File: config.mk
export PLATFORM = sky130hd
export DESIGN_NAME = speech_segment_merger
export DESIGN_NICKNAME = d
export VERILOG_FILES = /design/src/ssm_pkg.sv /design/src/ssm_regs.sv /design/src/ssm_front.sv /design/src/ssm_queue.sv /design/src/ssm_back.sv /design/src/speech_segment_merger.sv
export SDC_FILE = /design/constraint.sdc
export NUM_CORES = 2
export LEC_CHECK = 0
export BUFFER_PORTS_ARGS = -buffer_cell sky130_fd_sc_hd__clkbuf_2
export CAP_MARGIN = 10
export CORE_MARGIN = 3
export CORE_UTILIZATION = 57
export CTS_BUF_LIST = sky130_fd_sc_hd__clkbuf_4 sky130_fd_sc_hd__clkbuf_8 sky130_fd_sc_hd__clkbuf_16
export DETAILED_ROUTE_END_ITERATION = 12
export HOLD_SLACK_MARGIN = 0.1
export PLACE_DENSITY = 0.75
export SETUP_SLACK_MARGIN = 0.4
export SYNTH_ARGS = -nofsm -noshare
export SYNTH_HDL_FRONTEND = slang
export SYNTH_SLANG_ARGS = --single-unit
File: constraint.sdc
create_clock -name i_clk -period 30 [get_ports i_clk]
set_input_delay 6 -clock i_clk [delete_from_list [all_inputs] [get_ports i_clk]]
set_output_delay 6 -clock i_clk [all_outputs]
set_load 0.01 [all_outputs]
File: src/ssm_pkg.sv
// Shared types, constants and register map of the speech segment merger.
`default_nettype none
package ssm_pkg;

    // Width of all millisecond times inside the block.
    localparam int TIME_BITS = 32;
    // Width of the time fields on the result channel.
    localparam int OUT_BITS  = 32;
    localparam logic [63:0] TIME_MAX = (64'd1 << TIME_BITS) - 64'd1;

    typedef logic [TIME_BITS-1:0] t_time;

    // 0.15 in Q0.16, rounded to nearest.
    localparam logic [15:0] LOW_OFFSET = 16'd9830;

    localparam int Q_DEPTH = 4;
    localparam int Q_AW    = $clog2(Q_DEPTH);
    localparam int Q_CW    = $clog2(Q_DEPTH + 1);

    localparam int ADDR_BITS = 5;
    localparam int CNT_BITS  = 24;
    // Width of the window count times window length product.
    localparam int PROD_BITS = CNT_BITS + 10;

    localparam logic [2:0] REG_THRESHOLD     = 3'd0;
    localparam logic [2:0] REG_WINDOW_MS     = 3'd1;
    localparam logic [2:0] REG_MIN_SILENCE   = 3'd2;
    localparam logic [2:0] REG_MIN_SPEECH    = 3'd3;
    localparam logic [2:0] REG_SPEECH_PAD    = 3'd4;
    localparam logic [2:0] REG_TOTAL_WINDOWS = 3'd5;

    localparam logic [15:0] RST_THRESHOLD     = 16'd32768;
    localparam logic [9:0]  RST_WINDOW_MS     = 10'd32;
    localparam logic [15:0] RST_MIN_SILENCE   = 16'd100;
    localparam logic [15:0] RST_MIN_SPEECH    = 16'd250;
    localparam logic [15:0] RST_SPEECH_PAD    = 16'd30;
    localparam logic [23:0] RST_TOTAL_WINDOWS = 24'd65535;

    typedef struct packed {
        logic [15:0]         threshold;
        logic [9:0]          window_ms;
        logic [15:0]         min_silence_ms;
        logic [15:0]         min_speech_ms;
        logic [15:0]         speech_pad_ms;
        logic [CNT_BITS-1:0] total_windows;
    } t_cfg;

    // Classification of one window as seen by the segment tracker.
    typedef struct packed {
        logic loud;
        logic near;
    } t_class;

    typedef struct packed {
        logic [Q_CW-1:0] count;
        logic            empty;
        logic            full;
    } t_qstat;

endpackage
`default_nettype wire

File: src/ssm_regs.sv
// Configuration register bank with its APB-style access port.
`default_nettype none
module ssm_regs (
    input  wire logic                          i_clk,
    input  wire logic                          i_rst_n,
    input  wire logic                          psel,
    input  wire logic                          penable,
    input  wire logic                          pwrite,
    input  wire logic [ssm_pkg::ADDR_BITS-1:0] paddr,
    input  wire logic [31:0]                   pwdata,
    output logic [31:0]                        prdata,
    output logic                               pready,
    output ssm_pkg::t_cfg                      o_cfg
);
    import ssm_pkg::*;

    t_cfg       r_cfg;
    logic [2:0] idx;
    logic       wr;

    assign idx    = paddr[ADDR_BITS-1:2];
    assign wr     = psel && penable && pwrite;
    assign pready = 1'b1;
    assign o_cfg  = r_cfg;

    always_ff @(posedge i_clk) begin
        if (!i_rst_n) begin
            r_cfg.threshold      <= RST_THRESHOLD;
            r_cfg.window_ms      <= RST_WINDOW_MS;
            r_cfg.min_silence_ms <= RST_MIN_SILENCE;
            r_cfg.min_speech_ms  <= RST_MIN_SPEECH;
            r_cfg.speech_pad_ms  <= RST_SPEECH_PAD;
            r_cfg.total_windows  <= RST_TOTAL_WINDOWS;
        end else if (wr) begin
            unique case (idx)
                REG_THRESHOLD:     r_cfg.threshold      <= pwdata[15:0];
                REG_WINDOW_MS:     r_cfg.window_ms      <= pwdata[9:0];
                REG_MIN_SILENCE:   r_cfg.min_silence_ms <= pwdata[15:0];
                REG_MIN_SPEECH:    r_cfg.min_speech_ms  <= pwdata[15:0];
                REG_SPEECH_PAD:    r_cfg.speech_pad_ms  <= pwdata[15:0];
                REG_TOTAL_WINDOWS: r_cfg.total_windows  <= pwdata[CNT_BITS-1:0];
                default: ;
            endcase
        end
    end

    always_comb begin
        unique case (idx)
            REG_THRESHOLD:     prdata = {16'd0, r_cfg.threshold};
            REG_WINDOW_MS:     prdata = {22'd0, r_cfg.window_ms};
            REG_MIN_SILENCE:   prdata = {16'd0, r_cfg.min_silence_ms};
            REG_MIN_SPEECH:    prdata = {16'd0, r_cfg.min_speech_ms};
            REG_SPEECH_PAD:    prdata = {16'd0, r_cfg.speech_pad_ms};
            REG_TOTAL_WINDOWS: prdata = {8'd0, r_cfg.total_windows};
            default:           prdata = 32'd0;
        endcase
    end

endmodule
`default_nettype wire

File: src/ssm_front.sv
// Input side: accepts windows and classifies them against both thresholds.
`default_nettype none
module ssm_front (
    input  wire logic            i_in_valid,
    input  wire logic [15:0]     i_prob,
    input  wire logic            i_failed,
    input  ssm_pkg::t_cfg        i_cfg,
    input  ssm_pkg::t_qstat      i_qstat,
    output logic                 o_in_stall,
    output logic                 o_push,
    output ssm_pkg::t_class      o_item
);
    import ssm_pkg::*;

    logic low_neg;

    // Below the offset the lower threshold is negative, so any good window qualifies.
    assign low_neg     = i_cfg.threshold < LOW_OFFSET;
    assign o_item.loud = !i_failed && (i_prob >= i_cfg.threshold);
    assign o_item.near = !i_failed && (low_neg || (i_prob >= i_cfg.threshold - LOW_OFFSET));

    assign o_in_stall = i_qstat.full;
    assign o_push     = i_in_valid && !i_qstat.full;

endmodule
`default_nettype wire

File: src/ssm_queue.sv
// Short queue of classified windows between the front and the tracker.
`default_nettype none
module ssm_queue (
    input  wire logic        i_clk,
    input  wire logic        i_rst_n,
    input  wire logic        i_push,
    input  ssm_pkg::t_class  i_item,
    input  wire logic        i_pop,
    output ssm_pkg::t_class  o_item,
    output ssm_pkg::t_qstat  o_stat
);
    import ssm_pkg::*;

    t_class          r_mem [Q_DEPTH];
    logic [Q_AW-1:0] r_wr_ptr;
    logic [Q_AW-1:0] r_rd_ptr;
    logic [Q_CW-1:0] r_count;

    always_ff @(posedge i_clk) begin
        if (i_push) begin
            r_mem[r_wr_ptr] <= i_item;
        end
    end

    always_ff @(posedge i_clk) begin
        if (!i_rst_n) begin
            r_wr_ptr <= '0;
            r_rd_ptr <= '0;
            r_count  <= '0;
        end else begin
            if (i_push) begin
                r_wr_ptr <= r_wr_ptr + Q_AW'(1);
            end
            if (i_pop) begin
                r_rd_ptr <= r_rd_ptr + Q_AW'(1);
            end
            if (i_push && !i_pop) begin
                r_count <= r_count + Q_CW'(1);
            end else if (i_pop && !i_push) begin
                r_count <= r_count - Q_CW'(1);
            end
        end
    end

    assign o_item       = r_mem[r_rd_ptr];
    assign o_stat.count = r_count;
    assign o_stat.empty = (r_count == '0);
    assign o_stat.full  = (r_count == Q_CW'(Q_DEPTH));

endmodule
`default_nettype wire

File: src/ssm_back.sv
// Segment tracker: hysteresis state, segment timing and the result register.
`default_nettype none
module ssm_back (
    input  wire logic                         i_clk,
    input  wire logic                         i_rst_n,
    input  ssm_pkg::t_cfg                     i_cfg,
    input  ssm_pkg::t_class                   i_item,
    input  ssm_pkg::t_qstat                   i_qstat,
    input  wire logic                         i_out_stall,
    output logic                              o_pop,
    output logic                              o_out_valid,
    output logic [ssm_pkg::OUT_BITS-1:0]      o_seg_start_ms,
    output logic [ssm_pkg::OUT_BITS-1:0]      o_seg_end_ms
);
    import ssm_pkg::*;

    function automatic t_time sat_add(input t_time a, input logic [15:0] b);
        logic [TIME_BITS:0] sum;
        sum = {1'b0, a} + (TIME_BITS + 1)'(b);
        return sum[TIME_BITS] ? '1 : sum[TIME_BITS-1:0];
    endfunction

    function automatic t_time tdiff(input t_time a, input t_time b);
        return (a > b) ? a - b : '0;
    endfunction

    logic                r_trig;
    logic                r_pend;
    t_time               r_sil;
    t_time               r_seg;
    t_time               r_clock;
    logic [CNT_BITS-1:0] r_cnt;
    t_time               r_stream_end;
    logic                r_ovalid;
    t_time               r_ostart;
    t_time               r_oend;

    logic                n_trig;
    logic                n_pend;
    t_time               n_sil;
    t_time               n_seg;
    t_time               n_clock;
    logic [CNT_BITS-1:0] n_cnt;

    logic [PROD_BITS-1:0] prod;
    t_time               stream_end_c;
    t_time               win_end;
    t_time               sil;
    t_time               pad_end;
    t_time               min_sil;
    t_time               min_sp;
    t_time               pad;
    logic                emit;
    t_time               e_start;
    t_time               e_end;

    // The stream end only changes with configuration, so it is kept registered.
    assign prod         = PROD_BITS'(i_cfg.total_windows) * PROD_BITS'(i_cfg.window_ms);
    assign stream_end_c = (64'(prod) > TIME_MAX) ? TIME_MAX[TIME_BITS-1:0] : TIME_BITS'(prod);

    assign min_sil = TIME_BITS'(i_cfg.min_silence_ms);
    assign min_sp  = TIME_BITS'(i_cfg.min_speech_ms);
    assign pad     = TIME_BITS'(i_cfg.speech_pad_ms);

    assign o_pop = !i_qstat.empty && (!r_ovalid || !i_out_stall);

    always_comb begin
        win_end = sat_add(r_clock, {6'd0, i_cfg.window_ms});
        n_trig  = r_trig;
        n_pend  = r_pend;
        n_sil   = r_sil;
        n_seg   = r_seg;
        n_clock = r_clock;
        n_cnt   = r_cnt;
        sil     = r_pend ? r_sil : r_clock;
        pad_end = sat_add(sil, i_cfg.speech_pad_ms);
        emit    = 1'b0;
        e_start = '0;
        e_end   = '0;
        if (o_pop) begin
            if (i_item.loud) begin
                n_pend = 1'b0;
            end
            if (i_item.near && !r_trig) begin
                n_trig = 1'b1;
                n_seg  = r_clock;
            end else if (!i_item.loud && r_trig) begin
                n_pend = 1'b1;
                n_sil  = sil;
                if (tdiff(win_end, sil) >= min_sil) begin
                    if (tdiff(sil, r_seg) > min_sp) begin
                        emit    = 1'b1;
                        e_start = (r_seg > pad) ? r_seg - pad : '0;
                        e_end   = (pad_end > r_stream_end) ? r_stream_end : pad_end;
                    end
                    n_trig = 1'b0;
                    n_pend = 1'b0;
                    n_sil  = '0;
                    n_seg  = '0;
                end
            end
            n_clock = win_end;
            n_cnt   = r_cnt + CNT_BITS'(1);
            // Last window of the stream: flush an open segment unpadded and start over.
            if (n_cnt >= i_cfg.total_windows) begin
                if (n_trig && tdiff(r_stream_end, n_seg) > min_sp) begin
                    emit    = 1'b1;
                    e_start = n_seg;
                    e_end   = r_stream_end;
                end
                n_trig  = 1'b0;
                n_pend  = 1'b0;
                n_sil   = '0;
                n_seg   = '0;
                n_clock = '0;
                n_cnt   = '0;
            end
        end
    end

    always_ff @(posedge i_clk) begin
        if (!i_rst_n) begin
            r_trig   <= 1'b0;
            r_pend   <= 1'b0;
            r_sil    <= '0;
            r_seg    <= '0;
            r_clock  <= '0;
            r_cnt    <= '0;
            r_ovalid <= 1'b0;
        end else begin
            r_trig  <= n_trig;
            r_pend  <= n_pend;
            r_sil   <= n_sil;
            r_seg   <= n_seg;
            r_clock <= n_clock;
            r_cnt   <= n_cnt;
            if (o_pop) begin
                r_ovalid <= emit;
            end else if (!i_out_stall) begin
                r_ovalid <= 1'b0;
            end
        end
    end

    always_ff @(posedge i_clk) begin
        r_stream_end <= stream_end_c;
        if (o_pop && emit) begin
            r_ostart <= e_start;
            r_oend   <= e_end;
        end
    end

    assign o_out_valid    = r_ovalid;
    assign o_seg_start_ms = OUT_BITS'(r_ostart);
    assign o_seg_end_ms   = OUT_BITS'(r_oend);

endmodule
`default_nettype wire

File: src/speech_segment_merger.sv
// Speech segment merger: per-window speech probabilities in, timed segments out.
//
// The input channel (i_in_valid / o_in_stall) carries one item per window: a
// Q0.16 probability and a flag for a failed inference. The output channel
// (o_out_valid / i_out_stall) carries a segment's start and end in ms. A
// window gives zero or one segment. Both channels move an item at a clock edge
// with valid high and stall low.
// An accepted item is classified and written into a four-entry queue; the
// tracker pops it from the queue head, and its segment, if any, is written
// into the result register as the item is popped. One item per cycle is
// sustained while no result waits on a stalled receiver; the tracker's state
// update is combinational, with saturating time adders.
// While a result waits on a stalled receiver, the result register holds, the
// tracker stops, and once the queue holds four items o_in_stall rises.
// Reset (synchronous, active low) loads the register defaults, clears the
// segment state and the window clock, and empties the queue.
// Registers sit at byte address 4*index on the APB-style port; pready is
// always high. Write them only while no item is in flight.
`default_nettype none
module speech_segment_merger (
    input  wire logic                          i_clk,
    input  wire logic                          i_rst_n,
    input  wire logic                          psel,
    input  wire logic                          penable,
    input  wire logic                          pwrite,
    input  wire logic [ssm_pkg::ADDR_BITS-1:0] paddr,
    input  wire logic [31:0]                   pwdata,
    output logic [31:0]                        prdata,
    output logic                               pready,
    input  wire logic                          i_in_valid,
    output logic                               o_in_stall,
    input  wire logic [15:0]                   i_prob,
    input  wire logic                          i_failed,
    output logic                               o_out_valid,
    input  wire logic                          i_out_stall,
    output logic [ssm_pkg::OUT_BITS-1:0]       o_seg_start_ms,
    output logic [ssm_pkg::OUT_BITS-1:0]       o_seg_end_ms
);
    import ssm_pkg::*;

    t_cfg   cfg;
    t_qstat qstat;
    t_class push_item;
    t_class head_item;
    logic   push;
    logic   pop;

    ssm_regs u_regs (
        .i_clk   (i_clk),
        .i_rst_n (i_rst_n),
        .psel    (psel),
        .penable (penable),
        .pwrite  (pwrite),
        .paddr   (paddr),
        .pwdata  (pwdata),
        .prdata  (prdata),
        .pready  (pready),
        .o_cfg   (cfg)
    );

    ssm_front u_front (
        .i_in_valid (i_in_valid),
        .i_prob     (i_prob),
        .i_failed   (i_failed),
        .i_cfg      (cfg),
        .i_qstat    (qstat),
        .o_in_stall (o_in_stall),
        .o_push     (push),
        .o_item     (push_item)
    );

    ssm_queue u_queue (
        .i_clk   (i_clk),
        .i_rst_n (i_rst_n),
        .i_push  (push),
        .i_item  (push_item),
        .i_pop   (pop),
        .o_item  (head_item),
        .o_stat  (qstat)
    );

    ssm_back u_back (
        .i_clk          (i_clk),
        .i_rst_n        (i_rst_n),
        .i_cfg          (cfg),
        .i_item         (head_item),
        .i_qstat        (qstat),
        .i_out_stall    (i_out_stall),
        .o_pop          (pop),
        .o_out_valid    (o_out_valid),
        .o_seg_start_ms (o_seg_start_ms),
        .o_seg_end_ms   (o_seg_end_ms)
    );

    // The queue never holds more than its depth.
    a_queue_bound: assert property (@(posedge i_clk) disable iff (!i_rst_n)
        qstat.count <= Q_CW'(Q_DEPTH))
        else $error("queue count exceeds depth");

    // A stalled result keeps the tracker from draining the queue.
    a_no_pop_stalled: assert property (@(posedge i_clk) disable iff (!i_rst_n)
        (o_out_valid && i_out_stall) |-> !pop)
        else $error("tracker consumed an item while its result was stalled");

    // A new result only appears after the tracker consumed an item.
    a_result_source: assert property (@(posedge i_clk) disable iff (!i_rst_n)
        $rose(o_out_valid) |-> $past(pop))
        else $error("result appeared without a consumed item");

endmodule
`default_nettype wire

# Word-level counts from Yosys, hierarchy flattened
# Memory sizes are Yosys's and may differ from the RTL's. A register that Yosys moved wholly into a read port is not among the register bits.
# Index checks and enable logic that the tools add are counted.
dict set report word_totals {
  reg_bits 324
  ram_bits 8
  wordCells 145
  n_memories 1
}
# memory words width read_ports rd_ports_with_merged_regs wr line_no
set mem_list {}
lappend mem_list {u_queue.r_mem 4 2 1 1 1 ssm_queue.sv:14} ;# t_class r_mem [Q_DEPTH];
dict set report classes {
  addsub 12
  mul 1
  order_cmp 13
  n_eq_ne 8
  muxes 57
  reduce_logical 34
}
# operator n
set op_table {}
lappend op_table {{$mux W32} 30}
lappend op_table {{$pmux W24 S6} 1}
lappend op_table {{$gt A32 B32 Y1} 4}
lappend op_table {{$gt A32 B16 Y1} 3}
lappend op_table {{$sub A32 B32 Y32} 3}
lappend op_table {{$gt A34 B32 Y1 const B} 1}
lappend op_table {{$mul A24 B10 Y34} 1}
lappend op_table {{$add A32 B10 Y33} 1}
lappend op_table {{$add A32 B16 Y33} 1}
lappend op_table {{$ge A16 B16 Y1} 2}
lappend op_table {{$ge A32 B16 Y1} 1}
lappend op_table {{$sub A32 B16 Y32} 1}
lappend op_table {{$add A24 B1 Y24 const B} 1}
lappend op_table {{$ge A24 B24 Y1} 1}
lappend op_table {{$mux W24} 1}
lappend op_table {{$mux W1} 21}
lappend op_table {{$lt A16 B14 Y1 const B} 1}
lappend op_table {{$sub A16 B14 Y16 const B} 1}
lappend op_table {{$logic_and A1 B1 Y1} 12}
lappend op_table {{$reduce_and A2 Y1} 6}
lappend op_table {{$eq A3 B3 Y1 const B} 3}
lappend op_table {{$logic_not A1 Y1} 9}
lappend op_table {{$eq A3 B2 Y1 const B} 2}
lappend op_table {{$logic_not A3 Y1} 2}
lappend op_table {{11 further kinds} 16}

# Depth between registers and ports, before layout
dict set report logic_depth {
  depth_word 17
  mapped_depth 79
  mapped_depth_nobuf 71
}

# Hierarchy
# Synthesis repeated with hierarchy kept, for this count alone.
dict set report hier_totals {
  cells_unflattened 4175
  area_unflattened_um2 34106.5
}
# mod n_inst cells_each area_each_um2
set modules_own_cells {}
lappend modules_own_cells {ssm_back 1 3497 27807.9}
lappend modules_own_cells {ssm_regs 1 494 4578.1}
lappend modules_own_cells {ssm_front 1 131 989.7}
lappend modules_own_cells {ssm_queue 1 53 730.7}

# Least setup slack after synthesis
# No wires, ideal clock.
dict set report synth_timing {
  path_type {reg2reg}
  start {reg u_regs.r_cfg (netlist bit u_regs.o_cfg[72])}
  end {reg u_back.r_oend[0], in the netlist u_back.o_seg_end_ms[0] (enable)}
  arrival_ns 13.698
  required_time_ns 29.610
  setup_slack_ns 15.913
  stages_incl_launch_ff 79
  period_less_slack_ns 14.087
  path_cell_list {dfxtp_1 > ha_1 > fa_1 > a21o_1 > a21oi_1 > o21bai_1 > a21oi_1 > o21bai_1 > a21oi_1 > o21bai_1 > a21oi_1 > nor2_1 > and3_1 > nand4_1 > nor2_1 > nand2_1 > or2_2 > clkbuf_1 > (+43 left out) > o21a_1 > o21ai_0 > nand2b_1 > a21oi_1 > nor2b_1 > o21ai_0 > nand2b_1 > a21oi_1 > or3_1 > a21oi_1 > a311oi_1 > nand4b_1 > and4_1 > buf_6 > o21ai_2 > buf_6 > buf_6 > inv_2}
}
dict set report synth_via {
  elab_chain_len 17
}
# element line_no
set synth_lines {}
lappend synth_lines {{from (decl)} ssm_regs.sv:17} ;# t_cfg r_cfg;
lappend synth_lines {{$add A32 B10 Y33 (*)} ssm_back.sv:19} ;# sum = {1'b0, a} + (TIME_BITS + 1)'(b);
lappend synth_lines {{$mux W32 (*)} ssm_back.sv:20} ;# return sum[TIME_BITS] ? '1 : sum[TIME_BITS-1:0];
lappend synth_lines {{$sub A32 B32 Y32 / $gt A32 B32 Y1 (equally long branches)} ssm_back.sv:24} ;# return (a > b) ? a - b : '0;
lappend synth_lines {{$mux W32 (*)} ssm_back.sv:24}
lappend synth_lines {{$ge A32 B16 Y1 (*)} ssm_back.sv:90} ;# if (tdiff(win_end, sil) >= min_sil) begin
lappend synth_lines {{$mux W32} ssm_back.sv:90}
lappend synth_lines {{$mux W32} ssm_back.sv:87} ;# end else if (!i_item.loud && r_trig) begin
lappend synth_lines {{$mux W32} ssm_back.sv:84} ;# if (i_item.near && !r_trig) begin
lappend synth_lines {{$mux W32} ssm_back.sv:80} ;# if (o_pop) begin
lappend synth_lines {{$sub A32 B32 Y32 / $gt A32 B32 Y1 (equally long branches)} ssm_back.sv:24}
lappend synth_lines {{$mux W32} ssm_back.sv:24}
lappend synth_lines {{$gt A32 B16 Y1} ssm_back.sv:106} ;# if (n_trig && tdiff(r_stream_end, n_seg) > min_sp) begin
lappend synth_lines {{$logic_and A1 B1 Y1} ssm_back.sv:106}
lappend synth_lines {{$mux W1} ssm_back.sv:106}
lappend synth_lines {{$mux W1 (*)} ssm_back.sv:105} ;# if (n_cnt >= i_cfg.total_windows) begin
lappend synth_lines {{$mux W1 (*)} ssm_back.sv:80}
lappend synth_lines {{$logic_and A1 B1 Y1 (*)} ssm_back.sv:147} ;# if (o_pop && emit) begin
lappend synth_lines {{to (signal assigned)} ssm_back.sv:149} ;# r_oend <= e_end;
lappend synth_lines {{to (decl)} ssm_back.sv:36} ;# t_time r_oend;
# Every way passes the cells marked *; elsewhere a longest branch is shown, timed or not. The select of a mux whose other input is x is not followed.
# A chain may end at the register's enable or synchronous reset.

# Final worst setup path
dict set report layout_timing {
  start {reg u_back.r_clock[0]}
  end {reg u_back.r_ostart[6], in the netlist u_back.o_seg_start_ms[6], data pin}
}
dict set report layout_via {
  elab_chain_len 15
}
# element line_no
set layout_lines {}
lappend layout_lines {{from (decl)} ssm_back.sv:31} ;# t_time r_clock;
lappend layout_lines {{from (signal assigned)} ssm_back.sv:135} ;# r_clock <= n_clock;
lappend layout_lines {{$add A32 B10 Y33} ssm_back.sv:19}
lappend layout_lines {{$mux W32} ssm_back.sv:20}
lappend layout_lines {{$sub A32 B32 Y32 / $gt A32 B32 Y1 (equally long branches)} ssm_back.sv:24}
lappend layout_lines {{$mux W32} ssm_back.sv:24}
lappend layout_lines {{$ge A32 B16 Y1} ssm_back.sv:90}
lappend layout_lines {{$mux W32} ssm_back.sv:90}
lappend layout_lines {{$mux W32} ssm_back.sv:87}
lappend layout_lines {{$mux W32} ssm_back.sv:84}
lappend layout_lines {{$mux W32} ssm_back.sv:80}
lappend layout_lines {{$sub A32 B32 Y32 / $gt A32 B32 Y1 (equally long branches)} ssm_back.sv:24}
lappend layout_lines {{$mux W32} ssm_back.sv:24}
lappend layout_lines {{$gt A32 B16 Y1} ssm_back.sv:106}
lappend layout_lines {{$logic_and A1 B1 Y1} ssm_back.sv:106}
lappend layout_lines {{$mux W32} ssm_back.sv:106}
lappend layout_lines {{$mux W32 (*)} ssm_back.sv:105}
lappend layout_lines {{to (signal assigned)} ssm_back.sv:148} ;# r_ostart <= e_start;
lappend layout_lines {{to (decl)} ssm_back.sv:35} ;# t_time r_ostart;
# Marked as above.

==> flow_summary.yaml <==
placed_design:
  gp_congestion: 0.9762
  portBuffers: 140
  dp_hpwl_mm: 81.46
  dp_cells: 4879
  dpl_cell_area_um2: 34760
setup_path:
  max_stage_delay_ns: 0.95
  cp_slowest_cell: "nand2_1"
  cp-start-kind: "flop"
  critPathKind: "reg2reg"
  crit_arrival_ns: 18.05
  ff2ff_path_depth: 72
  crit_fanout: 31
  path_common_cell: "a21oi_1"
  required_ns: 30.30
  critPathCaptureType: "flop"
cells_and_area:
  utilization: 0.6226
  drive_gt1_frac: 0.07503
  final_common_cell: "nand2_1"
  area_delta_synth_final_pct: 7.391
  final_cell_mix: "nand2_1, inv_1, ha_1"
  num_antenna_cells: 0
  nNetsFinal: 4747
  final_cells: 4950
  nFillCells: 5137
  multi_input_area_um2: 23960
  stdcell_area_um2: 36200
  layout.area.seq_um2: 7407
clocking:
  clk_path_buf_depth: 3
  h-tree-depth: 2
  insertion_delay_ns: 0.59
  cts-root-buf: "clkbuf_16"
  path_clk_slew_ns: 0.06
  cts_tree: "yes"
  clock_sinks: 334
  numCtsBuffers: 40
  post_cts.repair.setup_buffers: 0
  cts_hold_buffers: 0
  cts-resized-gates: 0
detailed_routing:
  drt_iter0_drc: 2908
  route.detailed.drc: 0
  final_antenna_net_count: 0
  drt-pass1-iter-count: 6
  wire_per_inst_um: 21.20
  routed_via_density: 6.186
  routed-via-count: 30620
  routed_wl_mm: 104.9
sta:
  hold_viol: 0
  fin_setup_tns_ns: 0
  slew_violations: 0
  worst_slew_pin_slew_ns: 1.183
  rsz0062_at_grt: "no"
  post-route-period-util: 0.5914
  finClkSkew_ns: 0.04287
  clock.fmax_ghz: 0.05636
  setup_violations: 0
  max_slew_margin: 0.2043
  period_needed_ns: 17.74
floorplanning:
  core_area_um2: 58140
  io_pins: 160
  die_y_um: 249.2
  die_x_um: 249.2
  core.rowCount: 88
  initial_core_util: 0.5798
  die_area_um2: 62090
yosys:
  synth_edf_count: 72
  netlist_area_um2: 33710
  ys_ff_latch: 334
  synth_top_area_frac: 0.1556
  yosys-top-cells-area: "dfxtp_1, ha_1, fa_1"
  synthArstFlopShare: 0
  avgSynthCellArea_um2: 8.100
  yosys.area.top_type: "dfxtp_1"
  netlist_instances: 4161
  seq_area_frac_synth: 0.2198
  ys.warnings.count: 0
  synth-main-ff-cell: "dfxtp_1"
  yosysUniqueCellTypes: 84
global_routing:
  antenna_found_initial: 7
  grtUsageTotal: 0.3292
  grt_overflow: 0
  grt_pass1_vias: 29090
  grt_pass1_wl_mm: 163.0
  grt_max_degree: 122
pwr:
  peakVddDrop_mv: 0.07004
  p_leak_nw: 16.52
  total_power_mw: 2.221
  power_density_nw_per_um2: 61.37
run:
  drv_cap: 0
hold_path:
  holdCritPathClass: "reg2reg"
  hold_depth: 2
run_status:
  run_status: "complete, no violations"
Yosys cell counts (9+ instances only):
cell type / instances
a211o_1: 9
a211oi_1: 20
a21boi_0: 117
a21o_1: 106
a21oi_1: 200
a22oi_1: 83
a31oi_1: 21
and2_1: 155
and3_1: 35
and4_1: 10
buf_1: 15
buf_2: 14
buf_4: 10
clkbuf_1: 186
dfxtp_1: 262
edfxtp_1: 72
fa_1: 180
ha_1: 349
inv_1: 390
mux2_2: 23
mux2i_1: 63
nand2_1: 565
nand2b_1: 55
nand3_1: 100
nand3b_1: 10
nand4_1: 57
nor2_1: 203
nor2b_1: 109
nor3_1: 67
nor4_1: 21
o211ai_1: 35
o21a_1: 27
o21ai_0: 163
o21bai_1: 21
o22ai_1: 70
o31ai_1: 12
or2_2: 13
or3_1: 18
xnor2_1: 121
xor2_1: 48
routing by layer:
metal,share of wire,track usage,routed length (um)
met5,0.00011,0,12
met4,0.062,0.1784,6542
met3,0.086,0.05440,9034
met2,0.44,0.5200,46450
met1,0.41,0.4318,42910
per-stage QoR:
| step | worst slack (ns) | hold slack [ns] |
|---|---|---|
| floorplan | 15.91 | 0.4435 |
| finish | 12.26 | 0.4656 |
| global route | 11.36 | 0.4973 |
| CTS | 12.85 | 0.4678 |
| global placement | 13.04 | 0.4520 |
| detailed placement | 12.96 | 0.4603 |
power by group:
part	internal [mW]	switching, mW
registers	0.501	0.0294
clock network	0.323	0.210
logic	0.444	0.713
total	1.27	0.953
sequential cells by signal, summed over array words and instances (netlist names), named ones only:
| signal | cells |
|---|---|
| u_back.r_stream_end | 32 |
| u_back.r_trig | 1 |
| u_back.o_seg_start_ms | 32 |
| u_queue.r_rd_ptr | 2 |
| u_back.r_clock | 32 |
| u_back.r_cnt | 24 |
| u_queue.r_count | 3 |
| u_queue.r_wr_ptr | 2 |
| u_queue.r_mem | 8 |
| u_back.r_sil | 32 |
| u_back.r_pend | 1 |
| u_back.o_seg_end_ms | 32 |
| u_back.o_out_valid | 1 |
| u_regs.o_cfg | 98 |
| u_back.r_seg | 32 |
final cells by class:
class,instances,area share
clock buffers,53,0.03280
multi-input cells,3214,0.6620
inverters,392,0.04065
flip-flops and latches,334,0.2046
repair buffers,175,0.02689
clock inverters,17,0.006602
well taps,765,0.02644
critical path: cells and delay by family, from the launching register on:
| kind | cells | cell delay [ns] |
|---|---|---|
| AOI/OAI and AO/OA | 40 | 8.64 |
| and+or+nand+nor | 23 | 5.51 |
| DFF | 1 | 0.36 |
| adders and majority gates | 6 | 2.18 |
| buffers and inverters | 3 | 0.70 |
cell families (layout without fill, tap and decap cells):
| family | after synthesis | in the layout | synth area share |
|---|---|---|---|
| buffers and inverters | 620 | 637 | 0.07135 |
| AOI/OAI and AO/OA | 980 | 980 | 0.1930 |
| other | 2 | 9 | 0.0002228 |
| and+or+nand+nor | 1436 | 1436 | 0.2056 |
| xor gates and xnor gates | 169 | 169 | 0.04391 |
| muxes | 91 | 91 | 0.02973 |
| adders and majority gates | 529 | 529 | 0.2365 |
| DFF | 334 | 334 | 0.2198 |
path summary, 6_finish.rpt:
path / to / slack, ns / startpoint
worst max-delay path: u_back.o_seg_start_ms[6]$_SDFFCE_PN0P_ / 12.26 / u_back.r_clock[0]$_SDFFE_PN0P_
worst min-delay path: u_regs.o_cfg[69]$_SDFFE_PN0P_ / 0.47 / u_regs.o_cfg[69]$_SDFFE_PN0P_
worst max register to register: u_back.o_seg_start_ms[6]$_SDFFCE_PN0P_ / 12.26 / u_back.r_clock[0]$_SDFFE_PN0P_
worst min register to register: u_regs.o_cfg[69]$_SDFFE_PN0P_ / 0.47 / u_regs.o_cfg[69]$_SDFFE_PN0P_
No activity file was read; power rests on OpenSTA's default activity.
